<file path="src/hw/rtl/kmpf_pkg.sv">
`timescale 1ns / 1ps
`default_nettype none
// ----------------------------------------------------------------------------
// kmpf_pkg
// Types and constants shared by the KMP first-match finder modules.
// ----------------------------------------------------------------------------
package kmpf_pkg;

   localparam int MAX_PATTERN = 32;
   localparam int IDX_W       = (MAX_PATTERN > 1) ? $clog2(MAX_PATTERN) : 1;
   localparam int CNT_W       = $clog2(MAX_PATTERN + 1);
   localparam int POS_W       = 32;

   typedef enum logic [1:0] {
      CMD_CLEAR  = 2'd0,
      CMD_APPEND = 2'd1,
      CMD_TEXT   = 2'd2,
      CMD_END    = 2'd3
   } cmd_type;

   typedef enum logic [1:0] {
      ST_NONE     = 2'd0,
      ST_FOUND    = 2'd1,
      ST_NO_MATCH = 2'd2,
      ST_OVERFLOW = 2'd3
   } status_type;

   typedef enum logic {
      S_IDLE = 1'b0,
      S_WALK = 1'b1
   } state_type;

   typedef struct packed {
      logic [1:0] command;
      logic [7:0] data_byte;
   } req_item_type;

   typedef struct packed {
      logic [1:0]       status;
      logic [POS_W-1:0] match_position;
   } rsp_item_type;

   // write request into the cell row
   typedef struct packed {
      logic             byte_en;
      logic             fail_en;
      logic [IDX_W-1:0] idx;
      logic [7:0]       pat_byte;
      logic [CNT_W-1:0] fail;
   } wr_type;

   // what one cell shows to the walk logic
   typedef struct packed {
      logic             hit;
      logic [CNT_W-1:0] link;
   } tap_type;

endpackage
`default_nettype wire

</file>
<file path="src/hw/rtl/kmpf_cell.sv">
`timescale 1ns / 1ps
`default_nettype none
// ----------------------------------------------------------------------------
// kmpf_cell
// One pattern position: holds its byte and failure value, compares the
// probe byte and passes its failure value on to the next cell.
// ----------------------------------------------------------------------------
module kmpf_cell (
   input  wire logic                      clock,
   input  wire logic                      wr_byte_en,
   input  wire logic                      wr_fail_en,
   input  wire logic [7:0]                pat_byte_wr,
   input  wire logic [kmpf_pkg::CNT_W-1:0] fail_wr,
   input  wire logic [7:0]                probe,
   input  wire logic [kmpf_pkg::CNT_W-1:0] link_in,
   output kmpf_pkg::tap_type              tap,
   output logic [kmpf_pkg::CNT_W-1:0]     fail_out
);

   logic [7:0]                 pat_byte_ff;
   logic [7:0]                 pat_byte_in;
   logic [kmpf_pkg::CNT_W-1:0] fail_ff;
   logic [kmpf_pkg::CNT_W-1:0] fail_in;

   always_comb begin
      pat_byte_in = wr_byte_en ? pat_byte_wr : pat_byte_ff;
      fail_in     = wr_fail_en ? fail_wr : fail_ff;
   end

   always_ff @(posedge clock) begin
      pat_byte_ff <= pat_byte_in;
      fail_ff     <= fail_in;
   end

   // link is the failure value of the previous position
   assign tap.hit  = (pat_byte_ff == probe);
   assign tap.link = link_in;
   assign fail_out = fail_ff;

endmodule
`default_nettype wire

</file>
<file path="src/hw/rtl/kmpf_cell_row.sv">
`timescale 1ns / 1ps
`default_nettype none
// ----------------------------------------------------------------------------
// kmpf_cell_row
// Row of pattern cells with write decode and the tap select at the
// index sel_idx.
// ----------------------------------------------------------------------------
module kmpf_cell_row (
   input  wire logic                      clock,
   input  wire kmpf_pkg::wr_type          wr,
   input  wire logic [7:0]                probe,
   input  wire logic [kmpf_pkg::IDX_W-1:0] sel_idx,
   output kmpf_pkg::tap_type              tap_sel
);

   kmpf_pkg::tap_type          taps  [kmpf_pkg::MAX_PATTERN];
   logic [kmpf_pkg::CNT_W-1:0] fails [kmpf_pkg::MAX_PATTERN];

   for (genvar i = 0; i < kmpf_pkg::MAX_PATTERN; i++) begin : g_cell
      logic                       hit_wr;
      logic [kmpf_pkg::CNT_W-1:0] link_in;

      assign hit_wr = (wr.idx == kmpf_pkg::IDX_W'(i));

      if (i == 0) begin : g_first
         assign link_in = '0;
      end else begin : g_rest
         assign link_in = fails[i-1];
      end

      kmpf_cell u_cell (
         .clock       (clock),
         .wr_byte_en  (wr.byte_en & hit_wr),
         .wr_fail_en  (wr.fail_en & hit_wr),
         .pat_byte_wr (wr.pat_byte),
         .fail_wr     (wr.fail),
         .probe       (probe),
         .link_in     (link_in),
         .tap         (taps[i]),
         .fail_out    (fails[i])
      );
   end

   assign tap_sel = taps[sel_idx];

endmodule
`default_nettype wire

</file>
<file path="src/hw/rtl/kmp_first_match_finder_unit.sv">
`timescale 1ns / 1ps
`default_nettype none
// ----------------------------------------------------------------------------
// kmp_first_match_finder_unit
// Byte-serial Knuth-Morris-Pratt first-match finder.
// ----------------------------------------------------------------------------
// Every input item yields exactly one result item. Clear, end of text,
// refused appends, the first pattern byte, text with an empty pattern and
// text after a match go straight to the result register. An append of a
// later pattern byte and a text byte during a search walk the failure chain
// through the cell row, one chain link per cycle, before the result is
// written. One item is in work at a time; a new item is taken once the
// walk is over and the result register is free or being read.
// ----------------------------------------------------------------------------
module kmp_first_match_finder_unit (
   input  wire logic             clock,
   input  wire logic             reset,
   input  wire logic             req_valid,
   output logic                  req_ready,
   input  wire kmpf_pkg::req_item_type req_item,
   output logic                  rsp_valid,
   input  wire logic             rsp_ready,
   output kmpf_pkg::rsp_item_type rsp_item
);

   localparam logic [kmpf_pkg::CNT_W-1:0] MaxCnt = kmpf_pkg::CNT_W'(kmpf_pkg::MAX_PATTERN);

   kmpf_pkg::state_type state_ff, state_in;
   logic                            append_ff, append_in;
   logic [7:0]                      probe_ff, probe_in;
   logic [kmpf_pkg::CNT_W-1:0]      k_ff, k_in;
   logic [kmpf_pkg::CNT_W-1:0]      size_ff, size_in;
   logic [kmpf_pkg::CNT_W-1:0]      matched_ff, matched_in;
   logic [kmpf_pkg::POS_W-1:0]      tpos_ff, tpos_in;
   logic                            found_ff, found_in;
   logic                            rsp_valid_ff, rsp_valid_in;
   kmpf_pkg::rsp_item_type          rsp_item_ff, rsp_item_in;

   kmpf_pkg::wr_type                wr;
   kmpf_pkg::tap_type               tap;

   logic                            accept;
   logic                            start_walk;
   logic                            in_range;
   logic                            step_back;
   logic [kmpf_pkg::CNT_W-1:0]      k_final;
   logic [kmpf_pkg::IDX_W-1:0]      sel_idx;
   kmpf_pkg::cmd_type               cmd;

   // idle: tap at the pattern end, so its link is the last failure value
   assign sel_idx = (state_ff == kmpf_pkg::S_IDLE) ? size_ff[kmpf_pkg::IDX_W-1:0]
                                                   : k_ff[kmpf_pkg::IDX_W-1:0];

   kmpf_cell_row u_row (
      .clock   (clock),
      .wr      (wr),
      .probe   (probe_ff),
      .sel_idx (sel_idx),
      .tap_sel (tap)
   );

   assign req_ready = (state_ff == kmpf_pkg::S_IDLE) && (!rsp_valid_ff || rsp_ready);
   assign accept    = req_valid && req_ready;
   assign cmd       = kmpf_pkg::cmd_type'(req_item.command);
   assign in_range  = (k_ff < MaxCnt);
   assign step_back = (k_ff != '0) && in_range && !tap.hit;
   assign k_final   = (in_range && tap.hit) ? k_ff + 1'b1 : k_ff;

   always_comb begin
      start_walk = 1'b0;
      if (accept) begin
         case (cmd)
            kmpf_pkg::CMD_APPEND: start_walk = (size_ff < MaxCnt) && (size_ff != '0);
            kmpf_pkg::CMD_TEXT:   start_walk = !found_ff && (size_ff != '0);
            default:              start_walk = 1'b0;
         endcase
      end
   end

   // next state
   always_comb begin
      state_in = state_ff;
      case (state_ff)
         kmpf_pkg::S_IDLE: if (start_walk) state_in = kmpf_pkg::S_WALK;
         kmpf_pkg::S_WALK: if (!step_back) state_in = kmpf_pkg::S_IDLE;
         default:          state_in = kmpf_pkg::S_IDLE;
      endcase
   end

   // datapath and outputs
   always_comb begin
      append_in    = append_ff;
      probe_in     = probe_ff;
      k_in         = k_ff;
      size_in      = size_ff;
      matched_in   = matched_ff;
      tpos_in      = tpos_ff;
      found_in     = found_ff;
      rsp_valid_in = rsp_valid_ff && !rsp_ready;
      rsp_item_in  = rsp_item_ff;
      wr           = '0;
      wr.idx       = size_ff[kmpf_pkg::IDX_W-1:0];
      wr.pat_byte  = req_item.data_byte;
      wr.fail      = k_final;

      case (state_ff)
         kmpf_pkg::S_IDLE: begin
            if (accept) begin
               append_in   = (cmd == kmpf_pkg::CMD_APPEND);
               probe_in    = req_item.data_byte;
               rsp_item_in = '{status: kmpf_pkg::ST_NONE, match_position: '0};
               case (cmd)
                  kmpf_pkg::CMD_CLEAR: begin
                     size_in      = '0;
                     matched_in   = '0;
                     tpos_in      = '0;
                     found_in     = 1'b0;
                     rsp_valid_in = 1'b1;
                  end
                  kmpf_pkg::CMD_APPEND: begin
                     if (size_ff >= MaxCnt) begin
                        rsp_item_in.status = kmpf_pkg::ST_OVERFLOW;
                        rsp_valid_in       = 1'b1;
                     end else begin
                        wr.byte_en = 1'b1;
                        if (size_ff == '0) begin
                           wr.fail_en   = 1'b1;
                           wr.fail      = '0;
                           size_in      = size_ff + 1'b1;
                           rsp_valid_in = 1'b1;
                        end else begin
                           k_in = tap.link;
                        end
                     end
                  end
                  kmpf_pkg::CMD_TEXT: begin
                     if (found_ff) begin
                        rsp_valid_in = 1'b1;
                     end else begin
                        if (tpos_ff != '1) tpos_in = tpos_ff + 1'b1;
                        k_in = matched_ff;
                        if (size_ff == '0) rsp_valid_in = 1'b1;
                     end
                  end
                  kmpf_pkg::CMD_END: begin
                     if (!found_ff) rsp_item_in.status = kmpf_pkg::ST_NO_MATCH;
                     matched_in   = '0;
                     tpos_in      = '0;
                     found_in     = 1'b0;
                     rsp_valid_in = 1'b1;
                  end
                  default: rsp_valid_in = 1'b1;
               endcase
            end
         end
         kmpf_pkg::S_WALK: begin
            if (step_back) begin
               k_in = tap.link;
            end else begin
               rsp_valid_in = 1'b1;
               rsp_item_in  = '{status: kmpf_pkg::ST_NONE, match_position: '0};
               if (append_ff) begin
                  wr.fail_en = 1'b1;
                  size_in    = size_ff + 1'b1;
               end else begin
                  matched_in = k_final;
                  if (k_final >= size_ff) begin
                     found_in                   = 1'b1;
                     rsp_item_in.status         = kmpf_pkg::ST_FOUND;
                     rsp_item_in.match_position = tpos_ff - kmpf_pkg::POS_W'(size_ff) + 1'b1;
                  end
               end
            end
         end
         default: ;
      endcase
   end

   // walk start index for an append is the previous position's failure value
   // (read as the link of cell size_ff through the idle tap select)

   always_ff @(posedge clock) begin
      if (reset) begin
         state_ff     <= kmpf_pkg::S_IDLE;
         size_ff      <= '0;
         matched_ff   <= '0;
         tpos_ff      <= '0;
         found_ff     <= 1'b0;
         rsp_valid_ff <= 1'b0;
      end else begin
         state_ff     <= state_in;
         size_ff      <= size_in;
         matched_ff   <= matched_in;
         tpos_ff      <= tpos_in;
         found_ff     <= found_in;
         rsp_valid_ff <= rsp_valid_in;
      end
   end

   always_ff @(posedge clock) begin
      append_ff   <= append_in;
      probe_ff    <= probe_in;
      k_ff        <= k_in;
      rsp_item_ff <= rsp_item_in;
   end

   assign rsp_valid = rsp_valid_ff;
   assign rsp_item  = rsp_item_ff;

   a_walk_slot_free: assert property (@(posedge clock) disable iff (reset)
      state_ff == kmpf_pkg::S_WALK |-> !rsp_valid_ff)
      else $error("result register busy during walk");

   a_walk_index: assert property (@(posedge clock) disable iff (reset)
      state_ff == kmpf_pkg::S_WALK |-> k_ff < size_ff)
      else $error("walk index beyond pattern");

   a_matched_bound: assert property (@(posedge clock) disable iff (reset)
      matched_ff <= size_ff && size_ff <= MaxCnt)
      else $error("match count beyond pattern size");

   a_found_nonempty: assert property (@(posedge clock) disable iff (reset)
      found_ff |-> size_ff != '0)
      else $error("match with empty pattern");

endmodule
`default_nettype wire
</file>
<file path="config.mk">
export PLATFORM = sky130hd
export DESIGN_NAME = kmp_first_match_finder_unit
export DESIGN_NICKNAME = d
export VERILOG_FILES = /design/src/hw/rtl/kmpf_pkg.sv /design/src/hw/rtl/kmpf_cell.sv /design/src/hw/rtl/kmpf_cell_row.sv /design/src/hw/rtl/kmp_first_match_finder_unit.sv
export SDC_FILE = /design/constraint.sdc
export NUM_CORES = 1
export LEC_CHECK = 0
export ABC_CLOCK_PERIOD_IN_PS = 12950
export BUFFER_PORTS_ARGS = -buffer_cell sky130_fd_sc_hd__buf_2
export CAP_MARGIN = 20
export CORE_MARGIN = 2
export CORE_UTILIZATION = 55
export CTS_CLUSTER_SIZE = 16
export DETAILED_ROUTE_END_ITERATION = 10
export GPL_TIMING_DRIVEN = 0
export MAX_ROUTING_LAYER = met4
export PLACE_DENSITY = 0.74
export RECOVER_POWER = 25
export SYNTH_ARGS = -nofsm -noshare
export SYNTH_HDL_FRONTEND = slang
export SYNTH_SLANG_ARGS = --single-unit
</file>
<file path="constraint.sdc">
create_clock -name clock -period 12.95 [get_ports clock]
set_clock_uncertainty 0.1 [all_clocks]
set_input_delay 1.295 -clock clock [delete_from_list [all_inputs] [get_ports clock]]
set_output_delay 1.295 -clock clock [all_outputs]
set_load 0.01 [all_outputs]
</file>
==> results of run 1 <==
## through the flow
step / worst slack [ns] / instances
6_report: 6.690 / 2723
2_1_floorplan: 7.977 / 1968
3_5_place_dp: 6.711 / 2622
5_1_grt: 6.409 / 2723
4_1_cts: 6.689 / 2721
3_3_place_gp: 5.958 / 2617
## routing by layer
layer  wire length, um  global-route usage [%]
met5                 0                       -
met4              2196                   8.539
met3              5307                   4.039
met2             28880                   42.61
met1             25110                   36.59
## final cells by class
| type | count | area [um^2] | share of cell area, % |
|---|---|---|---|
| multi-input cells | 1276 | 8541 | 30.49 |
| flip-flops and latches | 538 | 15690 | 55.99 |
| well taps | 600 | 750.7 | 2.680 |
| clock inverters | 39 | 425.4 | 1.519 |
| inverters | 62 | 232.7 | 0.8307 |
| repair buffers | 56 | 401.6 | 1.434 |
| plain buffers | 92 | 583.1 | 2.081 |
| clock buffers | 60 | 1395 | 4.980 |
## flip-flops by register name (all words and copies together), names as in the netlist
name / count
size_ff: 6
u_row.g_cell.u_cell.pat_byte_ff: 256
found_ff: 1
matched_ff: 6
u_row.g_cell.u_cell.fail_out: 186
tpos_ff: 32
rsp_item: 34
probe_ff: 8
k_ff: 6
state_ff: 1
append_ff: 1
rsp_valid: 1
## cells in the mapped netlist, types with 7 or more instances
cell type | number | area (um^2)
nand2_1 | 247 | 927.1
nand2b_1 | 8 | 50.05
nand3_1 | 84 | 420.4
a211oi_1 | 8 | 60.06
ha_1 | 80 | 1001
nor4_1 | 50 | 312.8
nand4_1 | 33 | 206.5
a311oi_1 | 38 | 332.8
inv_1 | 61 | 229.0
xnor2_1 | 105 | 919.6
edfxtp_1 | 491 | 14740
buf_6 | 24 | 270.3
nor2_1 | 134 | 503.0
o21a_1 | 10 | 75.07
a21o_1 | 25 | 187.7
o21ai_0 | 27 | 135.1
mux2i_1 | 7 | 70.07
and3_1 | 29 | 181.4
clkbuf_1 | 36 | 135.1
xor2_1 | 197 | 1725
dfxtp_1 | 47 | 940.9
nor3_1 | 25 | 125.1
buf_4 | 10 | 75.07
a21oi_1 | 51 | 255.2
a31oi_1 | 9 | 56.30
and2_1 | 11 | 68.82
buf_2 | 15 | 75.07
## worst max-delay path, cell delays in order, from the launching register on
cell and delay [ns]:
dfxtp_1 0.43, clkbuf_2 0.26, inv_1 0.16, o21ai_1 0.66, a21oi_1 0.22, o211ai_1 0.41
a311oi_1 0.15, nand4b_4 0.35, a21oi_1 0.34, mux2i_1 0.48, inv_1 0.09, ha_1 0.29
a21o_1 0.15, a21o_1 0.18, a21o_1 0.17, a21o_1 0.17, a21oi_1 0.17, or2_2 0.14
clkbuf_1 0.54, buf_1 0.41, nor2_1 0.11
## final timing paths
kind / start / endpoint / slack, ns
worst max-delay path: size_ff[1] / rsp_item[15] / 6.69
worst min-delay path: matched_ff[4] / matched_ff[4] / 0.40
worst max register to register: size_ff[1] / rsp_item[15] / 6.69
worst min register to register: matched_ff[4] / matched_ff[4] / 0.40
## power groups by stage
stage	Sequential [uW]	Clock, uW	Combinational, uW
after global placement	1960	0	252
after global routing	1930	1690	291
final	1930	1600	273
after CTS	1920	1620	268
after floorplan	1960	0	153
after detailed placement	1960	0	266
## cells by family after synthesis
family,count (synthesis),share of synthesized area [%]
simple gates,650,12.18
flops,538,62.69
xor+xnor,302,10.57
compound gates,231,6.711
buf+inv,154,3.260
fa+ha+maj,81,4.081
mux,12,0.5051
==> flow_summary.json, run 1 <==
{
  "gr-usage-all-layers_pct": 27.08,
  "critPathRequiredTime_ns": 13.19,
  "die_w_um": 217.3,
  "max_slew.worst_pin.slew_ns": 2.136,
  "r2r_cells": 20,
  "layout_commonest_cell": "edfxtp_1",
  "antenna_found_initial": 0,
  "power_frac_clock_pct": 42.1,
  "cts_root_buffer": "clkbuf_16",
  "syn_inst": 1968,
  "fin_setup_tns_ns": 0,
  "cts_setup_buffers": 0,
  "p_switching_uw": 857.3,
  "final-setup-viol-count": 0,
  "final_nets": 2175,
  "netlist_area_mm2": 0.02502,
  "insertion_delay_ns": 0.61,
  "initial_utilization_pct": 55.37,
  "finalPower_uw": 3800,
  "clk_path_buf_depth": 3,
  "period_share_pct": 48.34,
  "drive_gt1_share_pct": 9.797,
  "core-area_mm2": 0.04519,
  "ys_types": 71,
  "htree_num_levels": 2,
  "cts_made_buffers": 54,
  "status": "finished with violations",
  "fin_hold_ws_ns": 0.3993,
  "p_int_uw": 2942,
  "fp-row-count": 78,
  "drtPass1Iterations": 7,
  "ant_nets": 0,
  "grt_first_pass_wirelength_um": 93660,
  "vias": 16220,
  "swShare_pct": 22.56,
  "drv_slew": 272,
  "cts.repair.resized": 0,
  "routabilityCongestion": 0.9401,
  "synth_edf_count": 491,
  "synth_warnings": 0,
  "seqPwrFrac_pct": 50.7,
  "grt_max_degree": 34,
  "cap_violations": 8,
  "pin_count": 50,
  "synth_nets": 2063,
  "holdPathStages": 1,
  "clkTransAtPathRegs_ns": 0.06,
  "wl_per_cell_um": 22.58,
  "portBuffers": 49,
  "power_frac_comb_pct": 7.2,
  "final_cell_mix": "edfxtp_1 (491), nand2_1 (247), xor2_1 (197)",
  "routed_wl_um": 61500,
  "violations": "capacitance limit, slew limit",
  "grt_pass1_vias": 15920,
  "cts_hold_buffers": 0,
  "grt_overflow": 0,
  "crit_path_max_fanout": 10,
  "synth_ff_type": "edfxtp_1",
  "die_area_mm2": 0.04721,
  "powerDensity_mw_per_mm2": 135.6,
  "cts_sinks": 538,
  "crit_arrival_ns": 6.50,
  "placed_area_mm2": 0.02615,
  "fin_crit_ns": 6.260,
  "fin_area_mm2": 0.02801,
  "drc_errors": 0,
  "ir_drop_mv": 0.1352,
  "syn2layout_area_growth_pct": 11.97,
  "fillerInstances": 3320,
  "max_clock_freq_ghz": 0.1598,
  "avgViaCountPerCell": 5.956,
  "hold_viol": 0,
  "cts_tree": "yes",
  "syn_avg_cell_area_um2": 12.71,
  "antenna_cells": 0,
  "synth_seq_cells": 538,
  "fin_util_pct": 62.00,
  "die_h_um": 217.3,
  "synthArstFlopShare_pct": 0,
  "dp_hpwl_um": 40410,
  "rsz0062_at_grt": "false",
  "slew_headroom_pct": -42.42,
  "start_kind": "flop",
  "path_class": "flop to flop",
  "seq_area_frac_synth_pct": 62.69,
  "min_path_type": "flop to flop",
  "drt_iter0_markers": 1923,
  "p_leak_uw": 0.009815,
  "endpoint_kind": "flop"
}
Note: power is estimated with default switching activity, not from simulation.
==> run 2, diff against run 1 <==
Settings changed: ABC_CLOCK_PERIOD_IN_PS 12950 to 5170, PLACE_DENSITY 0.74 to 0.77.
Clock period 12.95 ns to 5.17 ns, I/O delays scaled along.
==> run 2 against run 1 <==
  * The flow still finishes with violations (capacitance limit, slew limit)
  * Non-clock buffer count is 3 higher
  * Critical path depth up 1
  * Cell count about the same
  * Power grew 140%
  * Critical path type unchanged
  * Largest cell class unchanged
==> flow_summary.json, run 2 (synthesis gave the netlist of run 1 again) <==
{
  "status": "finished with violations",
  "violations": "capacitance limit, slew limit",
  "dp_hpwl_um": 40670,
  "fp-row-count": 78,
  "largest_register_ffs": 256,
  "fillerInstances": 3350,
  "cap_violations": 8,
  "hold_viol": 0,
  "endpoint_kind": "flop",
  "slew_headroom_pct": -38.60,
  "multi_input_area_mm2": 0.008677,
  "final_cell_mix": "edfxtp_1 (491), nand2_1 (247), xor2_1 (197)",
  "min_path_type": "input pin to flop",
  "finalPower_uw": 9277,
  "portBuffers": 49,
  "p_leak_uw": 0.009820,
  "max_clock_freq_ghz": 0.2000,
  "top_register": "u_row.g_cell.u_cell.pat_byte_ff",
  "syn2layout_area_growth_pct": 12.10,
  "crit_arrival_ns": 5.26,
  "path_class": "flop to flop",
  "ir_drop_mv": 0.3849,
  "wl_per_cell_um": 22.84,
  "avgViaCountPerCell": 6.022,
  "htree_num_levels": 2,
  "fin_setup_tns_ns": 0,
  "initial_utilization_pct": 55.37,
  "dp_cells": 2622,
  "core-area_mm2": 0.04519,
  "layout_commonest_cell": "edfxtp_1",
  "drtPass1Iterations": 5,
  "fin_cells": 2725,
  "die_area_mm2": 0.04721,
  "grt_pass1_vias": 16220,
  "period_share_pct": 96.71,
  "vias": 16410,
  "drt_iter0_markers": 1862,
  "clkTransAtPathRegs_ns": 0.07,
  "drc_errors": 0,
  "fin_crit_ns": 5.000,
  "critPathRequiredTime_ns": 5.43,
  "powerDensity_mw_per_mm2": 330.7,
  "grt_max_degree": 34,
  "seq_area_mm2": 0.01569,
  "max_slew.worst_pin.slew_ns": 2.079,
  "holdPathStages": 2,
  "cts_tree": "yes",
  "cts_made_buffers": 52,
  "routabilityCongestion": 0.9553,
  "crit_path_max_fanout": 10,
  "final_nets": 2176,
  "grt_first_pass_wirelength_um": 94180,
  "ant_nets": 0,
  "final-setup-viol-count": 0,
  "r2r_cells": 21,
  "antenna_cells": 0,
  "routed_wl_um": 62230,
  "grt_overflow": 0,
  "die_h_um": 217.3,
  "die_w_um": 217.3,
  "insertion_delay_ns": 0.62,
  "clk_path_buf_depth": 3,
  "rsz0062_at_grt": "false",
  "r2r_setup_slack_ns": 0.17,
  "drive_gt1_share_pct": 10.64,
  "cts_hold_buffers": 0,
  "start_kind": "flop",
  "cts_root_buffer": "clkbuf_16",
  "drv_slew": 272,
  "pin_count": 50,
  "cts_sinks": 538,
  "gr-usage-all-layers_pct": 27.24,
  "antenna_found_initial": 1
}
-- run 2: cell count changes in the layout (fill, tap and decap cells not counted), moves of 4 or more --
| cell | delta |
|---|---|
| clkinvlp_4 | -4 |
| nor4_2 | +5 |
| clkbuf_1 | +5 |
| bufinv_16 | -4 |
| nor4_1 | -5 |
| buf_4 | +4 |
-- run 2: stage by stage --
stage	utilization [%]	hold WS, ns	instance area [um^2]	setup slack [ns]
after floorplan	-	0.3490	25020	0.1968
after global placement	57.58	0.3757	26020	-1.704
after detailed placement	57.87	0.3805	26150	-1.046
after CTS	61.80	0.1997	27930	0.01452
after global routing	62.07	0.2147	28050	0.01864
final	62.07	0.2155	28050	0.1702
-- run 2: what timing repair did --
item | CTS | global route
setup endpoints to repair | 34 | 27
buffers inserted | 3 | 0
resized for setup | 17 | 17
pin swaps | 2 | 4
-- run 2: area by class of cell --
cell class	instances	share of cell area (%)
Inverter	62	0.8297
Clock inverter	32	1.030
Timing Repair Buffer	59	1.512
Clock buffer	66	4.974
Multi-Input combinational cell	1276	30.94
Tap cell	600	2.677
Sequential cell	538	55.93
Buffer	92	2.114
-- run 2: critical path, stage by stage (launching register included) --
cell and delay (ns):
dfxtp_1 0.36, buf_6 0.15, buf_4 0.23, buf_2 0.25
a31oi_2 0.27, nor3_1 0.40, nor4_1 0.11, a211o_1 0.32
buf_6 0.17, a21oi_4 0.23, mux2i_4 0.32, inv_1 0.07
ha_1 0.27, a21o_1 0.15, a21o_1 0.18, a21o_1 0.17
a21o_1 0.16, a21oi_1 0.16, or2_2 0.14, buf_4 0.22
clkbuf_4 0.25, nor2_1 0.07
-- run 2: layer usage --
metal / up-vias / track usage [%] / wire [um]
met2: 830 / 43.63 / 29810
met3: 159 / 4.780 / 5947
met4: 0 / 9.658 / 2258
li1: 7376 / - / -
met5: - / - / 0
met1: 8046 / 35.19 / 24210
-- run 2: path summary, 6_finish.rpt --
| path | start | to |
|---|---|---|
| setup / recovery | state_ff | rsp_item[10] |
| hold / removal | req_item[8] | append_ff |
| setup reg to reg | state_ff | rsp_item[10] |
| hold reg to reg | matched_ff[0] | matched_ff[0] |
-- run 2: power breakdown --
group	leakage, uW	internal (uW)	switching [uW]
Sequential	0.00485	4800	21.7
Clock	0.000832	2120	1640
Combinational	0.00414	223	471
Total	0.00982	7150	2130
